===== src/rtl/frac_pkg.sv =====
// shared types and codes for the fraction arithmetic reduce block
package frac_pkg;

  // fixed output field widths
  localparam int NUM_BITS = 33;
  localparam int DEN_BITS = 31;
  localparam int OUT_TDATA_W = 64;

  typedef enum logic [1:0] {
    KIND_ADD = 2'd0,
    KIND_SUB = 2'd1,
    KIND_MUL = 2'd2,
    KIND_DIV = 2'd3
  } kind_t;

  typedef enum logic [1:0] {
    STATUS_OK       = 2'd0,
    STATUS_DIV_ZERO = 2'd1,
    STATUS_DEN_ZERO = 2'd2
  } status_t;

  // top level sequencer
  typedef enum logic [3:0] {
    ST_IDLE,
    ST_MUL,
    ST_COMB,
    ST_GCD_GO,
    ST_GCD_WAIT,
    ST_DIVN_GO,
    ST_DIVN_WAIT,
    ST_DIVD_GO,
    ST_DIVD_WAIT,
    ST_DONE
  } state_t;

  // binary gcd sequencer
  typedef enum logic [1:0] {
    GCD_IDLE,
    GCD_STRIP,
    GCD_REDUCE,
    GCD_RESTORE
  } gcd_state_t;

  // status of an iterative unit
  typedef struct packed {
    logic busy;
    logic done;
  } unit_stat_t;

endpackage


===== src/rtl/fraction_arithmetic_reduce.sv =====
// top level: fraction add, subtract, multiply, divide with gcd reduction
//
//  channel | direction | tdata (low bit up)                      | tuser
//  --------+-----------+-----------------------------------------+-------------
//  s_*     | in        | x_num, x_den, y_num, y_den (W bits each) | kind [1:0]
//  m_*     | out       | res_num [32:0], res_den [63:33]          | status [1:0]
//
// one request at a time; the time per request is set by the binary gcd loop (one
// compare/subtract/shift per cycle) and by the two restoring divides
// four magnitude products go through one shared multiplier, one per cycle
// a request with a zero denominator or a divide by zero skips straight to the result
// rst is synchronous and returns the sequencer to idle with no result pending
// a held result on m_* does not block the next request from being taken
module fraction_arithmetic_reduce #(
  parameter int OPERAND_WIDTH = 16
) (
  input  logic                                       clk,
  input  logic                                       rst,
  input  logic                                       s_tvalid,
  output logic                                       s_tready,
  // x_num, x_den, y_num, y_den, zero padding
  input  logic [((4*OPERAND_WIDTH+7)/8)*8-1:0]       s_tdata,
  // kind
  input  logic [1:0]                                 s_tuser,
  output logic                                       m_tvalid,
  input  logic                                       m_tready,
  // res_num, res_den
  output logic [frac_pkg::OUT_TDATA_W-1:0]           m_tdata,
  // status
  output logic [1:0]                                 m_tuser
);

  localparam int W  = OPERAND_WIDTH;
  localparam int PW = 2 * OPERAND_WIDTH;
  localparam int NX = (PW > frac_pkg::NUM_BITS) ? PW : frac_pkg::NUM_BITS;
  localparam int DX = (PW > frac_pkg::DEN_BITS) ? PW : frac_pkg::DEN_BITS;

  frac_pkg::state_t state;
  frac_pkg::state_t state_next;

  // input unpacking
  logic [W-1:0] x_num_in, x_den_in, y_num_in, y_den_in;
  logic [W-1:0] xn_mag_in, xd_mag_in, yn_mag_in, yd_mag_in;
  frac_pkg::kind_t   kind_in;
  frac_pkg::status_t status_in;

  assign kind_in  = frac_pkg::kind_t'(s_tuser[1:0]);
  assign x_num_in = s_tdata[0*W +: W];
  assign x_den_in = s_tdata[1*W +: W];
  assign y_num_in = s_tdata[2*W +: W];
  assign y_den_in = s_tdata[3*W +: W];

  // magnitudes; the most negative value maps to 2^(W-1) as unsigned
  assign xn_mag_in = x_num_in[W-1] ? (~x_num_in + 1'b1) : x_num_in;
  assign xd_mag_in = x_den_in[W-1] ? (~x_den_in + 1'b1) : x_den_in;
  assign yn_mag_in = y_num_in[W-1] ? (~y_num_in + 1'b1) : y_num_in;
  assign yd_mag_in = y_den_in[W-1] ? (~y_den_in + 1'b1) : y_den_in;

  // zero denominator check comes ahead of the divide check
  always_comb begin
    if (x_den_in == '0 || y_den_in == '0) begin
      status_in = frac_pkg::STATUS_DEN_ZERO;
    end else if (kind_in == frac_pkg::KIND_DIV && y_num_in == '0) begin
      status_in = frac_pkg::STATUS_DIV_ZERO;
    end else begin
      status_in = frac_pkg::STATUS_OK;
    end
  end

  // request registers
  frac_pkg::kind_t   kind_r;
  frac_pkg::status_t status_r;
  logic [W-1:0] xn_m, xd_m, yn_m, yd_m;
  logic         xn_s, xd_s, yn_s, yd_s;

  // shared multiplier and product registers
  logic [1:0]    step;
  logic [W-1:0]  mul_a, mul_b;
  logic [PW-1:0] prod [4];

  // combine stage
  logic [PW-1:0] sum01, dif10, num_c, den_c;
  logic [PW:0]   dif01;
  logic          s0, s1, ns_c, ds_c;

  logic [PW-1:0] num_mag, den_mag, g_r, qn, qd;
  logic          neg_r;

  // unit interfaces
  logic                 gcd_start, div_start, out_load;
  logic [PW-1:0]        gcd_g, div_quot, div_dividend;
  frac_pkg::unit_stat_t gcd_stat, div_stat;

  // output registers
  logic [frac_pkg::NUM_BITS-1:0] res_num_q;
  logic [frac_pkg::DEN_BITS-1:0] res_den_q;
  frac_pkg::status_t             status_q;
  logic [NX-1:0]                 qn_ext, num_w;
  logic [DX-1:0]                 qd_ext;

  // product order: xn*yd, xd*yn, xd*yd, xn*yn
  always_comb begin
    case (step)
      2'd0:    begin mul_a = xn_m; mul_b = yd_m; end
      2'd1:    begin mul_a = xd_m; mul_b = yn_m; end
      2'd2:    begin mul_a = xd_m; mul_b = yd_m; end
      default: begin mul_a = xn_m; mul_b = yn_m; end
    endcase
  end

  // signed combination of the cross products
  assign s0    = xn_s ^ yd_s;
  assign s1    = xd_s ^ yn_s ^ (kind_r == frac_pkg::KIND_SUB);
  assign sum01 = prod[0] + prod[1];
  assign dif01 = {1'b0, prod[0]} - {1'b0, prod[1]};
  assign dif10 = prod[1] - prod[0];

  always_comb begin
    unique case (kind_r) inside
      frac_pkg::KIND_ADD, frac_pkg::KIND_SUB: begin
        if (s0 == s1) begin
          num_c = sum01;
          ns_c  = s0;
        end else if (!dif01[PW]) begin
          num_c = dif01[PW-1:0];
          ns_c  = s0;
        end else begin
          num_c = dif10;
          ns_c  = s1;
        end
        den_c = prod[2];
        ds_c  = xd_s ^ yd_s;
      end
      frac_pkg::KIND_MUL: begin
        num_c = prod[3];
        ns_c  = xn_s ^ yn_s;
        den_c = prod[2];
        ds_c  = xd_s ^ yd_s;
      end
      default: begin
        num_c = prod[0];
        ns_c  = s0;
        den_c = prod[1];
        ds_c  = xd_s ^ yn_s;
      end
    endcase
  end

  // next state
  always_comb begin
    state_next = state;
    unique case (state)
      frac_pkg::ST_IDLE: begin
        if (s_tvalid) begin
          state_next = (status_in == frac_pkg::STATUS_OK) ? frac_pkg::ST_MUL
                                                          : frac_pkg::ST_DONE;
        end
      end
      frac_pkg::ST_MUL: begin
        if (step == 2'd3) state_next = frac_pkg::ST_COMB;
      end
      frac_pkg::ST_COMB: begin
        state_next = (num_c == '0) ? frac_pkg::ST_DONE : frac_pkg::ST_GCD_GO;
      end
      frac_pkg::ST_GCD_GO:   state_next = frac_pkg::ST_GCD_WAIT;
      frac_pkg::ST_GCD_WAIT: begin
        if (gcd_stat.done) state_next = frac_pkg::ST_DIVN_GO;
      end
      frac_pkg::ST_DIVN_GO:   state_next = frac_pkg::ST_DIVN_WAIT;
      frac_pkg::ST_DIVN_WAIT: begin
        if (div_stat.done) state_next = frac_pkg::ST_DIVD_GO;
      end
      frac_pkg::ST_DIVD_GO:   state_next = frac_pkg::ST_DIVD_WAIT;
      frac_pkg::ST_DIVD_WAIT: begin
        if (div_stat.done) state_next = frac_pkg::ST_DONE;
      end
      frac_pkg::ST_DONE: begin
        if (!m_tvalid || m_tready) state_next = frac_pkg::ST_IDLE;
      end
      default: state_next = frac_pkg::ST_IDLE;
    endcase
  end

  // sequencer outputs
  always_comb begin
    s_tready     = (state == frac_pkg::ST_IDLE);
    gcd_start    = (state == frac_pkg::ST_GCD_GO);
    div_start    = (state == frac_pkg::ST_DIVN_GO) || (state == frac_pkg::ST_DIVD_GO);
    div_dividend = (state == frac_pkg::ST_DIVN_GO) ? num_mag : den_mag;
    out_load     = (state == frac_pkg::ST_DONE) && (!m_tvalid || m_tready);
  end

  always_ff @(posedge clk) begin
    if (rst) begin
      state    <= frac_pkg::ST_IDLE;
      step     <= '0;
      m_tvalid <= 1'b0;
    end else begin
      state <= state_next;
      if (state == frac_pkg::ST_MUL) begin
        step <= step + 2'd1;
      end else begin
        step <= '0;
      end
      if (out_load) begin
        m_tvalid <= 1'b1;
      end else if (m_tready) begin
        m_tvalid <= 1'b0;
      end
    end
  end

  // datapath registers
  always_ff @(posedge clk) begin
    case (state)
      frac_pkg::ST_IDLE: begin
        if (s_tvalid) begin
          kind_r   <= kind_in;
          status_r <= status_in;
          xn_m <= xn_mag_in;  xn_s <= x_num_in[W-1];
          xd_m <= xd_mag_in;  xd_s <= x_den_in[W-1];
          yn_m <= yn_mag_in;  yn_s <= y_num_in[W-1];
          yd_m <= yd_mag_in;  yd_s <= y_den_in[W-1];
          // special cases report 0/1
          qn <= '0;
          qd <= PW'(1);
        end
      end
      frac_pkg::ST_MUL: begin
        prod[step] <= PW'(mul_a) * PW'(mul_b);
      end
      frac_pkg::ST_COMB: begin
        num_mag <= num_c;
        den_mag <= den_c;
        neg_r   <= ns_c ^ ds_c;
      end
      frac_pkg::ST_GCD_WAIT: begin
        if (gcd_stat.done) g_r <= gcd_g;
      end
      frac_pkg::ST_DIVN_WAIT: begin
        if (div_stat.done) qn <= div_quot;
      end
      frac_pkg::ST_DIVD_WAIT: begin
        if (div_stat.done) qd <= div_quot;
      end
      default: begin
      end
    endcase
  end

  // sign goes on the numerator, both fields wrap to the port widths
  assign qn_ext = NX'(qn);
  assign qd_ext = DX'(qd);
  assign num_w  = neg_r ? (~qn_ext + 1'b1) : qn_ext;

  always_ff @(posedge clk) begin
    if (out_load) begin
      res_num_q <= num_w[frac_pkg::NUM_BITS-1:0];
      res_den_q <= qd_ext[frac_pkg::DEN_BITS-1:0];
      status_q  <= status_r;
    end
  end

  assign m_tdata = {res_den_q, res_num_q};
  assign m_tuser = status_q;

  frac_gcd #(
    .WIDTH (PW)
  ) u_gcd (
    .clk   (clk),
    .rst   (rst),
    .start (gcd_start),
    .a_in  (num_mag),
    .b_in  (den_mag),
    .g     (gcd_g),
    .stat  (gcd_stat)
  );

  frac_div #(
    .WIDTH (PW)
  ) u_div (
    .clk      (clk),
    .rst      (rst),
    .start    (div_start),
    .dividend (div_dividend),
    .divisor  (g_r),
    .quotient (div_quot),
    .stat     (div_stat)
  );

  // error results always carry 0/1
  a_err_zero: assert property (@(posedge clk) disable iff (rst)
    m_tvalid && status_q != frac_pkg::STATUS_OK |-> res_num_q == '0 && res_den_q == 1)
    else $error("error result not 0/1");

  // gcd finishes only while the sequencer waits for it
  a_gcd_done: assert property (@(posedge clk) disable iff (rst)
    gcd_stat.done |-> state == frac_pkg::ST_GCD_WAIT)
    else $error("gcd done outside its wait state");

  // divider finishes only while the sequencer waits for it
  a_div_done: assert property (@(posedge clk) disable iff (rst)
    div_stat.done |-> state == frac_pkg::ST_DIVN_WAIT || state == frac_pkg::ST_DIVD_WAIT)
    else $error("divide done outside its wait states");

  // a taken request always blocks the next cycle
  a_one_req: assert property (@(posedge clk) disable iff (rst)
    s_tvalid && s_tready |=> !s_tready)
    else $error("back to back requests taken");

endmodule


===== src/rtl/frac_div.sv =====
// iterative restoring divider, one quotient bit per cycle
module frac_div #(
  parameter int WIDTH = 32
) (
  input  logic                   clk,
  input  logic                   rst,
  input  logic                   start,
  input  logic [WIDTH-1:0]       dividend,
  input  logic [WIDTH-1:0]       divisor,
  output logic [WIDTH-1:0]       quotient,
  output frac_pkg::unit_stat_t   stat
);

  localparam int CW = $clog2(WIDTH + 1);

  logic [WIDTH-1:0] q;
  logic [WIDTH-1:0] rem;
  logic [WIDTH-1:0] d;
  logic [CW-1:0]    cnt;
  logic             done;

  logic [WIDTH:0]   sh;
  logic [WIDTH+1:0] dif;
  logic             ge;

  // shift next dividend bit into the partial remainder and trial subtract
  assign sh  = {rem, q[WIDTH-1]};
  assign dif = {1'b0, sh} - {2'b00, d};
  assign ge  = ~dif[WIDTH+1];

  always_ff @(posedge clk) begin
    if (rst) begin
      cnt  <= '0;
      done <= 1'b0;
    end else begin
      done <= 1'b0;
      if (start) begin
        cnt <= CW'(WIDTH);
      end else if (cnt != '0) begin
        cnt <= cnt - CW'(1);
        if (cnt == CW'(1)) begin
          done <= 1'b1;
        end
      end
    end
  end

  always_ff @(posedge clk) begin
    if (start) begin
      q   <= dividend;
      rem <= '0;
      d   <= divisor;
    end else if (cnt != '0) begin
      rem <= ge ? dif[WIDTH-1:0] : sh[WIDTH-1:0];
      q   <= {q[WIDTH-2:0], ge};
    end
  end

  assign quotient  = q;
  assign stat.busy = (cnt != '0);
  assign stat.done = done;

endmodule


===== src/rtl/frac_gcd.sv =====
// binary gcd unit: one compare, subtract and shift per cycle
module frac_gcd #(
  parameter int WIDTH = 32
) (
  input  logic                   clk,
  input  logic                   rst,
  input  logic                   start,
  input  logic [WIDTH-1:0]       a_in,
  input  logic [WIDTH-1:0]       b_in,
  output logic [WIDTH-1:0]       g,
  output frac_pkg::unit_stat_t   stat
);

  localparam int KW = (WIDTH > 1) ? $clog2(WIDTH) : 1;

  frac_pkg::gcd_state_t state;
  frac_pkg::gcd_state_t state_next;

  logic [WIDTH-1:0] a;
  logic [WIDTH-1:0] b;
  logic [KW-1:0]    k;

  logic [WIDTH:0]   d;
  logic [WIDTH-1:0] d_ba;
  logic             eq;
  logic             a_gt;

  assign d    = {1'b0, a} - {1'b0, b};
  assign d_ba = b - a;
  assign eq   = (d == '0);
  assign a_gt = ~d[WIDTH] & ~eq;

  // next state
  always_comb begin
    state_next = state;
    unique case (state)
      frac_pkg::GCD_IDLE: begin
        if (start) state_next = frac_pkg::GCD_STRIP;
      end
      frac_pkg::GCD_STRIP: begin
        if (a[0] | b[0]) state_next = frac_pkg::GCD_REDUCE;
      end
      frac_pkg::GCD_REDUCE: begin
        if (eq) state_next = frac_pkg::GCD_RESTORE;
      end
      frac_pkg::GCD_RESTORE: begin
        if (k == '0) state_next = frac_pkg::GCD_IDLE;
      end
      default: state_next = frac_pkg::GCD_IDLE;
    endcase
  end

  // outputs
  always_comb begin
    stat.busy = (state != frac_pkg::GCD_IDLE);
    stat.done = (state == frac_pkg::GCD_RESTORE) && (k == '0);
    g         = a;
  end

  always_ff @(posedge clk) begin
    if (rst) begin
      state <= frac_pkg::GCD_IDLE;
      k     <= '0;
    end else begin
      state <= state_next;
      if (state == frac_pkg::GCD_IDLE && start) begin
        k <= '0;
      end else if (state == frac_pkg::GCD_STRIP && !(a[0] | b[0])) begin
        k <= k + KW'(1);
      end else if (state == frac_pkg::GCD_RESTORE && k != '0) begin
        k <= k - KW'(1);
      end
    end
  end

  always_ff @(posedge clk) begin
    case (state)
      frac_pkg::GCD_IDLE: begin
        if (start) begin
          a <= a_in;
          b <= b_in;
        end
      end
      frac_pkg::GCD_STRIP: begin
        // strip common factors of two
        if (!(a[0] | b[0])) begin
          a <= a >> 1;
          b <= b >> 1;
        end
      end
      frac_pkg::GCD_REDUCE: begin
        if (!eq) begin
          if (!a[0]) begin
            a <= a >> 1;
          end else if (!b[0]) begin
            b <= b >> 1;
          end else if (a_gt) begin
            a <= d[WIDTH-1:0] >> 1;
          end else begin
            b <= d_ba >> 1;
          end
        end
      end
      frac_pkg::GCD_RESTORE: begin
        // put the common factors of two back
        if (k != '0) a <= a << 1;
      end
      default: begin
      end
    endcase
  end

endmodule


===== config.mk =====
export PLATFORM = sky130hd
export DESIGN_NAME = fraction_arithmetic_reduce
export DESIGN_NICKNAME = d
export VERILOG_FILES = /design/src/rtl/frac_pkg.sv /design/src/rtl/fraction_arithmetic_reduce.sv /design/src/rtl/frac_div.sv /design/src/rtl/frac_gcd.sv
export SDC_FILE = /design/constraint.sdc
export NUM_CORES = 2
export LEC_CHECK = 0
export ABC_AREA = 1
export BUFFER_PORTS_ARGS = -buffer_cell sky130_fd_sc_hd__buf_2
export CAP_MARGIN = 20
export CORE_UTILIZATION = 30
export CTS_CLUSTER_SIZE = 16
export DETAILED_ROUTE_END_ITERATION = 8
export SLEW_MARGIN = 0
export SYNTH_ARGS = -nofsm -noshare
export SYNTH_HDL_FRONTEND = slang
export SYNTH_SLANG_ARGS = --single-unit

===== constraint.sdc =====
create_clock -name clk -period 8.45 [get_ports clk]
set_input_delay 0 -clock clk [delete_from_list [all_inputs] [get_ports clk]]
set_output_delay 0 -clock clk [all_outputs]
set_load 0.005 [all_outputs]

==> impl_metrics.tcl <==
set metrics [dict create \
    status "finished, final reports clean" \
    cpMostUsedCell "inv_1" \
    place_ws_ns 0.375 \
    endpoint "prod[3][28]$_DFFE_PP_" \
    cts_max_level 3 \
    r2r_cells 33 \
    ys_seq_area_share_pct 37.3 \
    report.final.setup_viol 0 \
    worstSkewPairLatency_ns 0.70 \
    grt_max_degree 71 \
    synth_top_area_share_pct 35.0 \
    worst_pin_slew_ns 1.13 \
    r2r_setup_slack_ns 0.52 \
    synth_top_flop_cell "edfxtp_1" \
    synth.most_common_cell "nand2_1" \
    hpwl_mm 130 \
    maxCapViolations 0 \
    drc 0 \
    synth_compound_area_share_pct 9.93 \
    path_clk_slew_ns 0.07 \
    yosys-top-cells-area "edfxtp_1, nand2_1, fa_1" \
    synth.largest_area_cell "edfxtp_1" \
    final_nets 6604 \
    yosys.area_share.adder_pct 16.7 \
    grt_antenna_before_repair 3 \
    maxSlewHeadroom_pct 23.9 \
    yosys_warnings 0 \
    crit_arrival_ns 8.41 \
    gp_congestion 0.991 \
    drive_gt1_share_pct 8.58 \
    fin_crit_ns 7.93 \
    dieWidth_um 400 \
    netlist_instances 5790 \
    drtPass1Iterations 6 \
    die_area_um2 160000 \
    multi_input_area_um2 25000 \
    cts_tree "yes" \
    coreArea_um2 157000 \
    syn_to_final_growth_pct 14.1 \
    routedWlPerCell_um 20.1 \
    synth-simple-area-share_pct 21.4 \
    crit_path_top_delay_cell "fa_1" \
    r2r_start "step[0]$_SDFF_PP0_" \
    ys_ff_latch 607 \
    cts_buffer_depth 3 \
    grt_pass1_wl_mm 243 \
    synth_xor_area_share_pct 4.47 \
    crit_type "flop to flop" \
    cts_sinks 607 \
    pin_count 138 \
    setup.worst_path.start "step[0]$_SDFF_PP0_" \
    die_h_um 400 \
    synth_area_um2 47500 \
    fin_crit_sh_pct 93.8 \
    cp_max_fo 16 \
    synthDistinctLibCells 65 \
    fin_skew_ns 0.0407 \
    yosys-top-cells-count "nand2_1, inv_1, nor2_1" \
    wl_mm 163 \
    cp_top_family "adder cells" \
    port_buffers 137 \
    final-seq-area_um2 17700 \
    end_kind "flop" \
    syn_avg_cell_area_um2 8.20 \
    synthMuxAreaShare_pct 0 \
    synthArstFlopShare_pct 0 \
    startpoint_type "flop" \
    crit_required_ns 8.93 \
    worst_slack_ns 0.524 \
    min_path_type "primary input to flop" \
    fmax_ghz 0.126 \
    num-fill-cells 16267 \
    r2r-end "prod[3][28]$_DFFE_PP_" \
    fin_setup_tns_ns 0 \
    synth-edff-count 554 \
    syn-num-nets 6375 \
    cts_made_buffers 70 \
    gr-usage-all-layers_pct 20.2 \
    finalHoldViolations 0 \
    crit_cells 33 \
    rows 145 \
    drtIter0Drc 3583 \
    drv_slew 0 \
    synth_top_family_by_area "simple AND/OR/NAND/NOR gates" \
    postRouteAntennaNets 0 \
    max_stage_delay_ns 0.57 \
    clk_root_buffer_cell "clkbuf_16" \
    rsz0062_at_grt "no" \
    vias 40095 \
    grt_pass1_vias 39585 \
    vias_per_cell 4.93 \
    start_util_pct 30.3 \
    grt_overflow 0 \
    path_buf_inv 11 \
]
## state kept, by name, summed over array words and instances, names as in the netlist, 5 cells and up
name / flops
res_den_q: 31
u_gcd.g: 32
g_r: 32
u_div.cnt: 6
u_gcd.k: 5
u_gcd.b: 32
xn_m: 16
u_div.rem: 32
xd_m: 16
yn_m: 16
den_mag: 32
yd_m: 16
u_div.quotient: 32
qn: 32
num_mag: 32
res_num_q: 33
qd: 31
prod: 128
u_div.d: 32
## area by class of cell
class | count | share of cell area [%]
clock inverters | 42 | 1.00
well taps | 2058 | 4.75
clock buffers | 84 | 3.39
flip-flops and latches | 607 | 32.7
diodes | 1 | 0.00462
inverters | 1067 | 7.39
repair buffers | 335 | 4.60
multi-input cells | 3938 | 46.2
## metal layers
layer	wire length (um)	vias up	track usage [%]
li1	-	19079	-
met1	71000	19375	26.7
met2	76100	1402	33.4
met3	10600	239	3.08
met4	5640	0	6.64
met5	0	-	0
## how the worst min path moves through the flow
stage | cells after the start | to | start
after floorplan | 1 | state[3]$_SDFFE_PP0P_ | rst
after global placement | 1 | xd_m[0]$_DFFE_PP_ | s_tdata[16]
after detailed placement | 1 | xd_m[0]$_DFFE_PP_ | s_tdata[16]
after CTS | 2 | xd_m[0]$_DFFE_PP_ | s_tdata[16]
after global routing | 2 | yn_m[0]$_DFFE_PP_ | s_tdata[32]
final | 2 | xd_m[0]$_DFFE_PP_ | s_tdata[16]
## through the flow
stage	util, %	instance area (um2)	instances	hold WS (ns)
final	34.6	54200	8132	0.0676
after global routing	34.6	54200	8131	0.0727
after detailed placement	32.3	50600	7882	0.216
after floorplan	-	47500	5790	0.0624
after global placement	32.3	50600	7882	0.217
after CTS	34.6	54200	8129	0.0229
## timing repair
item                                   in CTS  in global routing
hold buffers                              121                  0
setup buffers                               0                  0
endpoints found under the hold margin      81                  0
gates resized for setup                     0                  0
## cells by family after synthesis
logic type | count (synthesis)
AND/OR/NAND/NOR | 2411
AO/OA/AOI/OAI | 774
flip-flops | 607
XOR/XNOR | 238
adder cells (fa/ha/maj) | 515
buffers and inverters | 1245
## layout by cell type, fill, tap and decap left out, types with 54 or more instances in the layout
| cell type | instances |
|---|---|
| nor3_1 | 54 |
| ha_1 | 314 |
| nor2_1 | 558 |
| dlygate4sd3_1 | 121 |
| inv_1 | 1031 |
| clkbuf_16 | 71 |
| fa_1 | 201 |
| nand4_1 | 73 |
| nand2_1 | 1357 |
| xnor2_1 | 75 |
| buf_2 | 137 |
| nand3_1 | 211 |
| buf_4 | 75 |
| o21ai_0 | 218 |
| xor2_1 | 158 |
| edfxtp_1 | 554 |
| a21oi_1 | 300 |
## worst reg2reg max path, delay by kind of cell (launching register included)
| family | cells | cell delay (ns) |
|---|---|---|
| xor+xnor | 1 | 0.25 |
| flops | 1 | 0.40 |
| compound gates | 7 | 1.45 |
| fa+ha+maj | 8 | 3.48 |
| buf+inv | 11 | 1.40 |
| simple gates | 6 | 0.76 |
Power is not shown: default switching activity piles up to over one toggle a cycle in this logic, so the estimate is an artifact.
